==> src/sv/lif_pkg.sv <==
`default_nettype none
// ----------------------------------------------------------------------------
// lif_pkg
// Shared types, register indexes, reset values and a saturation helper for
// the leaky integrate-and-fire neuron update pipeline.
// ----------------------------------------------------------------------------
package lif_pkg;

  // Configuration register indexes.
  localparam logic [2:0] CFG_IDX_V_THRESHOLD      = 3'd0;
  localparam logic [2:0] CFG_IDX_V_RESET_LEVEL    = 3'd1;
  localparam logic [2:0] CFG_IDX_EXC_DECAY        = 3'd2;
  localparam logic [2:0] CFG_IDX_INH_DECAY        = 3'd3;
  localparam logic [2:0] CFG_IDX_LEAK_GAIN        = 3'd4;
  localparam logic [2:0] CFG_IDX_CURRENT_GAIN     = 3'd5;
  localparam logic [2:0] CFG_IDX_BIAS_DRIVE       = 3'd6;
  localparam logic [2:0] CFG_IDX_REFRACTORY_TICKS = 3'd7;

  // Register values after reset.
  localparam logic [31:0] RST_V_THRESHOLD      = 32'hFFC9_0000;
  localparam logic [31:0] RST_V_RESET_LEVEL    = 32'hFFBA_0000;
  localparam logic [16:0] RST_EXC_DECAY        = 17'd62339;
  localparam logic [16:0] RST_INH_DECAY        = 17'd62339;
  localparam logic [16:0] RST_LEAK_GAIN        = 17'd655;
  localparam logic [31:0] RST_CURRENT_GAIN     = 32'd6711;
  localparam logic [31:0] RST_BIAS_DRIVE       = 32'hFFFF_4CCD;
  localparam logic [15:0] RST_REFRACTORY_TICKS = 16'd20;

  // Width of the voltage accumulator ahead of saturation.
  localparam int SUM_W = 43;

  // Live configuration as seen by the datapath.
  typedef struct packed {
    logic [31:0] v_threshold;
    logic [31:0] v_reset_level;
    logic [16:0] exc_decay;
    logic [16:0] inh_decay;
    logic [16:0] leak_gain;
    logic [31:0] current_gain;
    logic [31:0] bias_drive;
    logic [15:0] refractory_ticks;
  } lif_cfg_t;

  // Hand-off from the synapse decay stages to the membrane stages.
  typedef struct packed {
    logic        valid;
    logic [31:0] v;
    logic [31:0] exc;
    logic [31:0] inh;
    logic [33:0] leak;
    logic [15:0] refr;
  } lif_syn_t;

  // Clamp a wide signed value into signed 32 bits.
  function automatic logic [31:0] sat32(input logic signed [SUM_W-1:0] x);
    logic [31:0] res;
    if ((x[SUM_W-1:31] == '0) || (x[SUM_W-1:31] == '1)) begin
      res = x[31:0];
    end else if (x[SUM_W-1]) begin
      res = 32'h8000_0000;
    end else begin
      res = 32'h7FFF_FFFF;
    end
    return res;
  endfunction

endpackage
`default_nettype wire

==> src/sv/lif_cfg_regs.sv <==
`default_nettype none
// ----------------------------------------------------------------------------
// lif_cfg_regs
// Configuration register file with a plain indexed write port.
// ----------------------------------------------------------------------------
module lif_cfg_regs
  import lif_pkg::*;
(
  input  wire logic        clk,
  input  wire logic        rst_n,
  input  wire logic        cfg_we,
  input  wire logic [2:0]  cfg_index,
  input  wire logic [31:0] cfg_wdata,
  output lif_cfg_t         cfg
);

  lif_cfg_t cfg_r;
  lif_cfg_t cfg_nxt;

  // Decode the write into the addressed register.
  always_comb begin
    cfg_nxt = cfg_r;
    if (cfg_we) begin
      case (cfg_index)
        CFG_IDX_V_THRESHOLD:      cfg_nxt.v_threshold      = cfg_wdata;
        CFG_IDX_V_RESET_LEVEL:    cfg_nxt.v_reset_level    = cfg_wdata;
        CFG_IDX_EXC_DECAY:        cfg_nxt.exc_decay        = cfg_wdata[16:0];
        CFG_IDX_INH_DECAY:        cfg_nxt.inh_decay        = cfg_wdata[16:0];
        CFG_IDX_LEAK_GAIN:        cfg_nxt.leak_gain        = cfg_wdata[16:0];
        CFG_IDX_CURRENT_GAIN:     cfg_nxt.current_gain     = cfg_wdata;
        CFG_IDX_BIAS_DRIVE:       cfg_nxt.bias_drive       = cfg_wdata;
        CFG_IDX_REFRACTORY_TICKS: cfg_nxt.refractory_ticks = cfg_wdata[15:0];
        default:                  cfg_nxt = cfg_r;
      endcase
    end
  end

  always_ff @(posedge clk) begin
    if (!rst_n) begin
      cfg_r.v_threshold      <= RST_V_THRESHOLD;
      cfg_r.v_reset_level    <= RST_V_RESET_LEVEL;
      cfg_r.exc_decay        <= RST_EXC_DECAY;
      cfg_r.inh_decay        <= RST_INH_DECAY;
      cfg_r.leak_gain        <= RST_LEAK_GAIN;
      cfg_r.current_gain     <= RST_CURRENT_GAIN;
      cfg_r.bias_drive       <= RST_BIAS_DRIVE;
      cfg_r.refractory_ticks <= RST_REFRACTORY_TICKS;
    end else begin
      cfg_r <= cfg_nxt;
    end
  end

  assign cfg = cfg_r;

endmodule
`default_nettype wire

==> config.mk <==
export PLATFORM = sky130hd
export DESIGN_NAME = lif_cfg_regs
export DESIGN_NICKNAME = d
export VERILOG_FILES = /design/src/sv/lif_pkg.sv /design/src/sv/lif_cfg_regs.sv
export SDC_FILE = /design/constraint.sdc
export NUM_CORES = 1
export LEC_CHECK = 0
export BUFFER_PORTS_ARGS = -buffer_cell sky130_fd_sc_hd__buf_2
export CORE_ASPECT_RATIO = 2
export CORE_MARGIN = 5
export CORE_UTILIZATION = 40
export CTS_CLUSTER_SIZE = 24
export DETAILED_ROUTE_END_ITERATION = 6
export GPL_ROUTABILITY_DRIVEN = 0
export GPL_TIMING_DRIVEN = 0
export PLACE_DENSITY_LB_ADDON = 0.1
export RECOVER_POWER = 25
export SYNTH_ARGS = -nofsm -noshare
export SYNTH_HDL_FRONTEND = slang
export SYNTH_SLANG_ARGS = --single-unit
==> constraint.sdc <==
create_clock -name clk -period 3.5 [get_ports clk]
set_clock_uncertainty 0.05 [all_clocks]
set_input_delay 0.35 -clock clk [delete_from_list [all_inputs] [get_ports clk]]
set_output_delay 0.35 -clock clk [all_outputs]
set_load 0.1 [all_outputs]
* Yosys cells after proc, flatten, opt, wreduce, memory -nomap -nowiden *
Index checks and enable logic that the tools add are counted.
W data, S select, Z words.

storage, ports and cells
  register bits = 195
  latch bits = 0
  RAM bits = 0
  ROM bits = 0
  bits of input ports = 38
  output and inout port bits = 195
  logic and storage cells = 24
  memories kept = 0

cells by class
  $add $sub $neg = 0
  multiply operators = 0
  div/mod/pow operators = 0
  magnitude comparators = 0
  equality and inequality tests = 7
  shift-type cells = 0
  mux-type cells = 0
  bitwise gates (word level) = 0
  reduce and logical (&&, ||, !) cells = 9

operator list
  cell                  number
  $reduce_and A2 Y1     8
  $eq A3 B3 Y1 const B  4
  $eq A3 B2 Y1 const B  2
  $eq A3 B1 Y1 const B  1
  $logic_not A3 Y1      1

* Depth between registers and ports, before layout *
Gate-level depths: netlist (run 1).

  depth in word-level cells = 2
  gate-level depth with buffers = 5
  mapped depth without buffers = 2

* Worst setup path after synthesis (run 1) *
OpenSTA, ideal clock, no wires.

  path type = input-to-reg
  start = input port cfg_index[0]
  end = register cfg_r, in the netlist cfg[186]
  library setup time = 0.124 ns
  data arrival time = 1.277 ns
  required time = 3.326 ns
  slack = 2.049 ns
  stages = 4
  path buffers = 2
  cell sequence = or4b_1 > buf_6 > buf_12 > mux2i_1

on the way
  cells in the longest elaborated chain, start to end = 2

ends and longest elaborated chain
  element                      RTL line            text
  from (decl)                  lif_cfg_regs.sv:12  input wire logic [2:0] cfg_index,
  $logic_not A3 Y1             lif_cfg_regs.sv:24  case (cfg_index)
  $reduce_and A2 Y1 (no line)  -
  to (signal assigned)         lif_cfg_regs.sv:49  cfg_r <= cfg_nxt;
  to (decl)                    lif_cfg_regs.sv:17  lif_cfg_t cfg_r;

No other way between the ends.
A chain may end at the register's enable or synchronous reset.

* Worst setup path in the final report (run 1) *
  start = input port cfg_we
  end = register cfg_r, in the netlist cfg[142]

on the way
  cells in the longest elaborated chain, start to end = 1

ends and longest elaborated chain
  element                      RTL line            text
  from (decl)                  lif_cfg_regs.sv:11  input wire logic cfg_we,
  $reduce_and A2 Y1 (no line)  -

No other way between the ends.

==> metrics.txt, run 1 <==
status completed; CP max stage cell clkbuf_1; Switching Fraction 29.9%; slowest stage delay, CP 0.79 ns; Post-Route Setup TNS 0 ns; Synth Net Count 755; vias in the first global route 6151; total grt overflow 0; clock share of power 40.2%; Post-Route WL 24400 um; Crit. End Element flop; worst slew pin tran 1.00 ns; Max FO, Critical Path 10; CP Class in2reg; Resized cells post-CTS 0; drt first-iter violations 152; width of the die 107 um; RSZ-0062 raised after global routing false; initial antenna violation count 0; peak ir drop on the vdd network 0.343 mV; Post-CTS Setup Bufs 0; Synth Cell Area 7560 um^2; final-report hold violation count 0; maxcap violations 0; critical path's top delay family buffers and inverters; worst-path cell chain clkbuf_1 > clkbuf_1 > nor4bb_1 > clkbuf_1 > clkbuf_1 > mux2i_1; Final nets 1005; hpwl dp 18800 um; synth-to-layout area growth 26.7%; Std-Cell Rows 71; Leak 0.00450 uW; Die H 204 um; P_sw 1500 uW; WL/cell 19.8 um; fin. max-slew vios 0; vias per inst 4.74; Via Count 5859; Synth Register Bits 195; ANT nets after route 0; Synth Warn # 0; Post-Syn Instances 717; total track usage 22.2%; initial core utilization 40.3%; num ports 233; DRC Markers 0; pin count of the biggest net entering global routing 19; filler instances 1843; CP arrival 2.50 ns; syn avg cell area 10.5 um^2; sequential power share 45.9%; Peak Freq 454 MHz; first-pass GRT wire length 36300 um; H-Tree Depth 4; Setup crit start kind input pin; Skew-Pair Late Insertion Delay 0.43 ns; clk slew on worst S/H paths 0.07 ns; fraction of layout cells with a size suffix above 1 28.6%; Largest register FFs 195; CTS max path bufs 2; Port Buffers 231; clock sinks 195; CP required 3.80 ns; DRT Pass-1 Iters 5; cts hold-fix bufs 0; fin util 51.1%; CP dominant cell by count clkbuf_1; Worst Path Buf+Inv 4; Power Internal 3500 uW; count of cell types in the netlist 19; Hold Crit Class in2reg; CTS Buf Count 17; post-route minimum period 2.20 ns; fin crit share 62.9%; antenna diode count 0; Seq/Total Area, Yosys 51.7%; Root Driver clkbuf_16; Power Dens Cells 522 nW/um^2; Core Footprint 18700 um^2; Slew HR 33.1%; Hold Slack 0.125 ns; Comb pwr share 13.9%; CTS tree done; final setup vio count 0; die area 21900 um^2
==> worst paths after layout <==
kind / startpoint / to / slack (ns) / cells past startpoint
setup reg to reg: cfg[81] / cfg[81] / 2.78 / 2
hold reg to reg: cfg[77] / cfg[77] / 0.40 / 2
setup / recovery: cfg_we / cfg[142] / 1.30 / 6
hold / removal: cfg_wdata[29] / cfg[77] / 0.13 / 3
==> through the flow <==
| stage | instances | total power, uW | area [um^2] | setup WS (ns) |
|---|---|---|---|---|
| after CTS | 1235 | 5060 | 9640 | 1.80 |
| after detailed placement | 1203 | 3050 | 9030 | 1.47 |
| after global placement | 1203 | 3050 | 9030 | 1.50 |
| after global routing | 1235 | 5150 | 9570 | 1.18 |
| after floorplan | 717 | 2880 | 7560 | 2.05 |
| final | 1235 | 5000 | 9570 | 1.30 |
==> synthesized netlist by cell type <==
cell type	count	area (um^2)
nor4bb_1	1	10.0
nand4b_1	3	26.3
buf_6	6	67.6
and4bb_2	1	12.5
nor2b_1	115	719
nand2_1	144	541
and4bb_1	1	12.5
buf_2	18	90.1
nor4b_1	1	8.76
nand4bb_1	1	11.3
mux2i_1	195	1950
dfxtp_1	195	3900
and4b_1	2	20.0
or4b_1	1	10.0
buf_12	1	20.0
clkbuf_1	24	90.1
buf_4	6	45.0
buf_1	1	3.75
nand4_2	1	12.5
==> cell usage in the layout (no fill, tap or decap), drive strengths merged <==
cell type / netlist / routed
nor2b: 115 / 115
bufinv: 0 / 2
clkinv: 0 / 5
nor4b: 1 / 1
buf: 32 / 248
clkbuf: 24 / 57
nand4b: 3 / 3
dfxtp: 195 / 195
inv: 0 / 6
and4b: 2 / 2
nand4: 1 / 1
mux2i: 195 / 195
or4b: 1 / 1
nand4bb: 1 / 1
clkinvlp: 0 / 1
nand2: 144 / 144
nor4bb: 1 / 1
and4bb: 2 / 2
==> cell families (layout without fill, tap and decap cells) <==
logic type	count (synthesis)	in the layout	share of synthesized area (%)
multiplexers	195	195	25.8
AND/OR/NAND/NOR	271	271	18.3
buffers and inverters	56	319	4.19
flip-flops	195	195	51.7
==> worst reg2reg max path, delay by kind of cell (launching register included) <==
kind	cells	cell delay, ns
flip-flops	1	0.35
AND/OR/NAND/NOR	1	0.12
multiplexers	1	0.08
==> power by group through the flow <==
| stage | combinational [uW] | sequential [uW] | clock [uW] |
|---|---|---|---|
| after floorplan | 181 | 2700 | 0 |
| after global placement | 703 | 2340 | 0 |
| after detailed placement | 704 | 2340 | 0 |
| after CTS | 705 | 2290 | 2060 |
| after global routing | 723 | 2300 | 2130 |
| final | 693 | 2290 | 2010 |
==> metal layers <==
metal  wire [um]  share of wire (%)  vias to the layer above  global-route usage (%)
met3        1550                6.4                       30                    5.94
li1            -                  -                     2870                       -
met5           0                  0                        -                       0
met2       13600                 56                      175                    43.6
met4         561                2.3                        0                    7.54
met1        8730                 36                     2784                    21.7
==> final cells by class <==
class	instances	area (um^2)	share of cell area (%)
plain buffers	56	256	2.68
clock buffers	18	439	4.59
clock inverters	14	168	1.75
multi-input cells	466	3330	34.8
flip-flops and latches	195	3900	40.8
well taps	255	319	3.33
repair buffers	231	1150	12.1
(Power assumes the default switching activity.)
==> run 2, diff against run 1 <==
==> constraint.sdc (replaced) <==
create_clock -name clk -period 1.95 [get_ports clk]
set_clock_uncertainty 0.05 [all_clocks]
set_input_delay 0.195 -clock clk [delete_from_list [all_inputs] [get_ports clk]]
set_output_delay 0.195 -clock clk [all_outputs]
set_load 0.1 [all_outputs]
==> run 2 against run 1 <==
- final cell count up 1.5%
- count of clock-buffer cells in the layout did not move
- combinational power rose by 83%
- wire length up 0.71%
- largest cell class unchanged
- critical path depth decreased by 1
- sequential share of layout area decreased by 0.83 points
- highest routed layer unchanged
- first-iteration DRC count grew 5.9%
- power increased by 80%
- non-clock buffer count increased by 18
- register-to-register slack got worse by 1.5 ns
- sequential cell count stayed put
- sequential power increased by 80%
- critical path type unchanged
==> metrics.txt, run 2 (synthesis results as in run 1) <==
Setup crit start kind input pin; WL/cell 19.6 um; Leak 0.00460 uW; vias in the first global route 6239; clk slew on worst S/H paths 0.07 ns; H-Tree Depth 4; P_sw 2700 uW; fin crit share 84.0%; Final nets 1023; DRT Pass-1 Iters 6; vias per inst 4.73; initial core utilization 40.3%; CP Class in2reg; Power Dens Cells 922 nW/um^2; Port Buffers 231; most frequent cells in the layout buf_2 (244), mux2i_1 (195), dfxtp_1 (195); sequential power share 45.7%; fraction of layout cells with a size suffix above 1 29.0%; fin util 52.1%; total track usage 22.4%; synth-to-layout area growth 29.3%; ANT nets after route 0; post-route minimum period 1.64 ns; clock sinks 195; Switching Fraction 29.9%; status completed; Post-Route WL 24600 um; maxcap violations 0; filler instances 1820; final setup vio count 0; Comb pwr share 14.2%; DRC Markers 0; Peak Freq 611 MHz; total grt overflow 0; final worst slack 0.313 ns; fin. max-slew vios 0; pin count of the biggest net entering global routing 19; Hold Crit Class in2reg; CTS tree done; Slew HR 41.3%; total power 9000 uW; clock share of power 40.1%; Placed Cells 1203; DP Worst Slack 0.0764 ns; Root Driver clkbuf_16; Die H 204 um; CTS max path bufs 2; CP arrival 1.94 ns; Core Footprint 18700 um^2; drt first-iter violations 161; Skew-Pair Late Insertion Delay 0.43 ns; CP required 2.25 ns; Max FO, Critical Path 10; initial antenna violation count 0; Largest register FFs 195; hpwl dp 18800 um; Power Internal 6310 uW; Post-Route Setup TNS 0 ns; worst slew pin tran 0.880 ns; Via Count 5927; num ports 233; fin cells 1253; CTS Buf Count 17; first-pass GRT wire length 36600 um; commonest non-fill, non-tap cell in the layout buf_2; RSZ-0062 raised after global routing false; final-report hold violation count 0; antenna diode count 0; width of the die 107 um; Crit. End Element flop; Std-Cell Rows 71; die area 21900 um^2; peak ir drop on the vdd network 0.619 mV
==> run 2: cell count changes in the layout (fill, tap and decap cells not counted), sizes merged <==
cell | before | now
clkbuf | 57 | 53
buf | 248 | 252
dlygate4sd3 | 0 | 18
==> run 2: layout make-up <==
cell class | instances | area [um^2] | area share [%]
Sequential cell | 195 | 3900 | 40.0
Tap cell | 255 | 319 | 3.27
Clock buffer | 18 | 439 | 4.50
Timing Repair Buffer | 249 | 1340 | 13.7
Clock inverter | 14 | 168 | 1.72
Multi-Input combinational cell | 466 | 3340 | 34.1
Buffer | 56 | 269 | 2.75
==> run 2: timing repair <==
action                    in CTS  in global routing
hold endpoints to repair      22                  0
hold buffers                  18                  0
resized for setup              0                  0
setup buffers                  0                  0
==> run 2: layer usage <==
metal	track usage (%)	vias up	share of wire, %
met5	0	-	0
met4	7.91	0	2.4
met3	5.79	28	6.2
met2	43.8	186	56
met1	21.9	2810	36
li1	-	2903	-
==> run 2: through the flow <==
| stage | hold slack, ns | area [um^2] |
|---|---|---|
| final | 0.0187 | 9770 |
| after detailed placement | 0.393 | 9030 |
| after global placement | 0.388 | 9030 |
| after floorplan | 0.287 | 7560 |
| after global routing | 0.0359 | 9770 |
| after CTS | 0.00217 | 9820 |
==> run 2: worst max-delay path, stage by stage <==
cell,delay (ns)
clkbuf_1,0.10
or4b_1,0.16
clkbuf_1,0.49
clkbuf_1,0.73
mux2i_1,0.26
==> run 2: power by group through the flow <==
stage | clock network [uW] | registers [uW] | logic (uW)
floorplan | 0 | 4840 | 324
global placement | 0 | 4210 | 1260
detailed placement | 0 | 4210 | 1260
CTS | 3700 | 4120 | 1290
global route | 3830 | 4130 | 1330
finish | 3610 | 4120 | 1270
==> run 2: path summary, 6_finish.rpt <==
kind / from / endpoint / slack [ns] / cells past startpoint
worst min-delay path: cfg_wdata[17] / cfg[180] / 0.02 / 3
worst min register to register: cfg[77] / cfg[77] / 0.40 / 2
worst max register to register: cfg[81] / cfg[81] / 1.23 / 2
worst max-delay path: cfg_we / cfg[185] / 0.31 / 5
==> run 3, diff against run 2 <==
==> constraint.sdc (replaced) <==
create_clock -name clk -period 1.7 [get_ports clk]
set_clock_uncertainty 0.05 [all_clocks]
set_input_delay 0.17 -clock clk [delete_from_list [all_inputs] [get_ports clk]]
set_output_delay 0.17 -clock clk [all_outputs]
set_load 0.1 [all_outputs]
==> run 3 against run 2 <==
- non-clock buffer count up 10
- highest routed layer unchanged
- clock power grew 15%
- register-to-register slack got worse by 0.25 ns
- wire length is 0.22% higher
- first-iteration DRC count fell by 8.7%
- power up 15%
- sequential share of layout area fell by 0.42 points
- die area unchanged
- via count increased by 0.34%
- final area grew 1.1%
- critical path type unchanged
- global-route usage is 0.052 points higher
- largest cell class unchanged
==> metrics.txt, run 3 (synthesis results as in run 1) <==
status completed; hpwl dp 18800 um; maxcap violations 0; width of the die 107 um; Leak 0.00464 uW; total grt overflow 0; peak ir drop on the vdd network 0.709 mV; CTS max path bufs 2; Skew-Pair Late Insertion Delay 0.43 ns; Post-CTS Setup Bufs 0; first-pass GRT wire length 36700 um; area of the multi-input gates 3330 um^2; fin crit share 88.5%; P_sw 3100 uW; Met1 Wirelength 8790 um; Std-Cell Rows 71; Placed Cells 1203; fin. max-slew vios 0; slowest stage delay, CP 0.58 ns; Final nets 1033; clock sinks 195; WL met3 1530 um; Peak Freq 665 MHz; CTS Buf Count 17; uppermost routed layer met4; Via Count 5947; die area 21900 um^2; detailed route wirelength on metal2 13700 um; worst slew pin tran 0.827 ns; final-report hold violation count 0; H-Tree Depth 4; clock share of power 40.1%; worst-path cell chain buf_2 > buf_2 > and4bb_1 > clkbuf_1 > buf_6 > mux2i_1; fraction of layout cells with a size suffix above 1 28.7%; final setup vio count 0; num ports 233; CP required 2.01 ns; filler instances 1806; CP dominant cell by count buf_2; Hold Crit Class in2reg; Worst Path Buf+Inv 4; initial core utilization 40.3%; Port Buffers 231; fin cells 1263; DRT Pass-1 Iters 4; commonest non-fill, non-tap cell in the layout buf_2; vias in the first global route 6290; clk slew on worst S/H paths 0.07 ns; Comb pwr share 14.3%; synth-to-layout area growth 30.7%; sequential power share 45.6%; Setup crit start kind input pin; Switching Fraction 30.0%; initial antenna violation count 0; Crit. End Element flop; Core Footprint 18700 um^2; Power Dens Cells 1050 nW/um^2; Die H 204 um; ANT nets after route 0; Slew HR 44.9%; Post-Route WL 24600 um; RSZ-0062 raised after global routing false; most frequent cells in the layout buf_2 (243), mux2i_1 (195), dfxtp_1 (195); Power Internal 7250 uW; total track usage 22.4%; Max FO, Critical Path 10; WL/cell 19.5 um; CP arrival 1.81 ns; post-route minimum period 1.50 ns; CP Class in2reg; DRC Markers 0; total power 10400 uW; drt first-iter violations 147; vias per inst 4.71; CTS tree done; critical path's top delay family buffers and inverters; antenna diode count 0; Root Driver clkbuf_16; CP max stage cell clkbuf_1; pin count of the biggest net entering global routing 19; Largest register FFs 195; sequential cell area 3900 um^2
==> run 3: cell count changes in the layout (fill, tap and decap cells not counted), moves of 2 or more <==
| cell | delta |
|---|---|
| dlygate4sd3_1 | +10 |
| buf_4 | -2 |
| buf_6 | +2 |
| clkbuf_2 | +2 |
==> run 3: power by group through the flow <==
stage	clock [uW]	combinational, uW	sequential, uW
floorplan	0	372	5550
global placement	0	1450	4830
detailed placement	0	1450	4830
CTS	4240	1500	4720
global route	4390	1540	4730
finish	4150	1480	4720
==> run 3: final cells by class <==
type / count / area share, %
flip-flops and latches: 195 / 39.5
clock buffers: 18 / 4.45
repair buffers: 259 / 14.5
clock inverters: 14 / 1.70
plain buffers: 56 / 2.81
multi-input cells: 466 / 33.7
well taps: 255 / 3.23
==> run 3: final timing paths <==
path                       from       end  slack, ns  depth (start not counted)
hold / removal    cfg_wdata[14]  cfg[111]       0.01                          3
setup reg to reg        cfg[81]   cfg[81]       0.98                          2
setup / recovery   cfg_index[2]  cfg[128]       0.20                          6
hold reg to reg         cfg[77]   cfg[77]       0.40                          2
==> run 3: worst register-to-register path: cells and delay by family (launching register included) <==
family	cells	cell delay [ns]
DFF	1	0.35
and+or+nand+nor	1	0.12
muxes	1	0.08
==> run 3: per-stage QoR <==
stage | hold slack (ns) | setup slack [ns] | TNS (ns) | instance area, um^2 | util [%]
after floorplan | 0.262 | 0.419 | 0 | 7560 | -
after global placement | 0.381 | -0.122 | -1.35 | 9030 | 48.2
after detailed placement | 0.390 | -0.149 | -1.47 | 9030 | 48.2
after CTS | 0.00295 | 0.180 | 0 | 9920 | 52.9
after global routing | 0.0241 | 0.117 | 0 | 9870 | 52.7
final | 0.0113 | 0.196 | 0 | 9870 | 52.7
==> run 3: what timing repair did <==
action,in CTS,in global routing
gates resized for setup,0,0
endpoints found under the hold margin,64,0
setup endpoints to repair,0,0
hold buffers,28,0
==> run 3: layer usage <==
layer	global-route usage, %	vias up
li1	-	2922
met1	21.9	2799
met2	43.9	195
met3	5.72	31
met4	8.18	0
met5	0	-
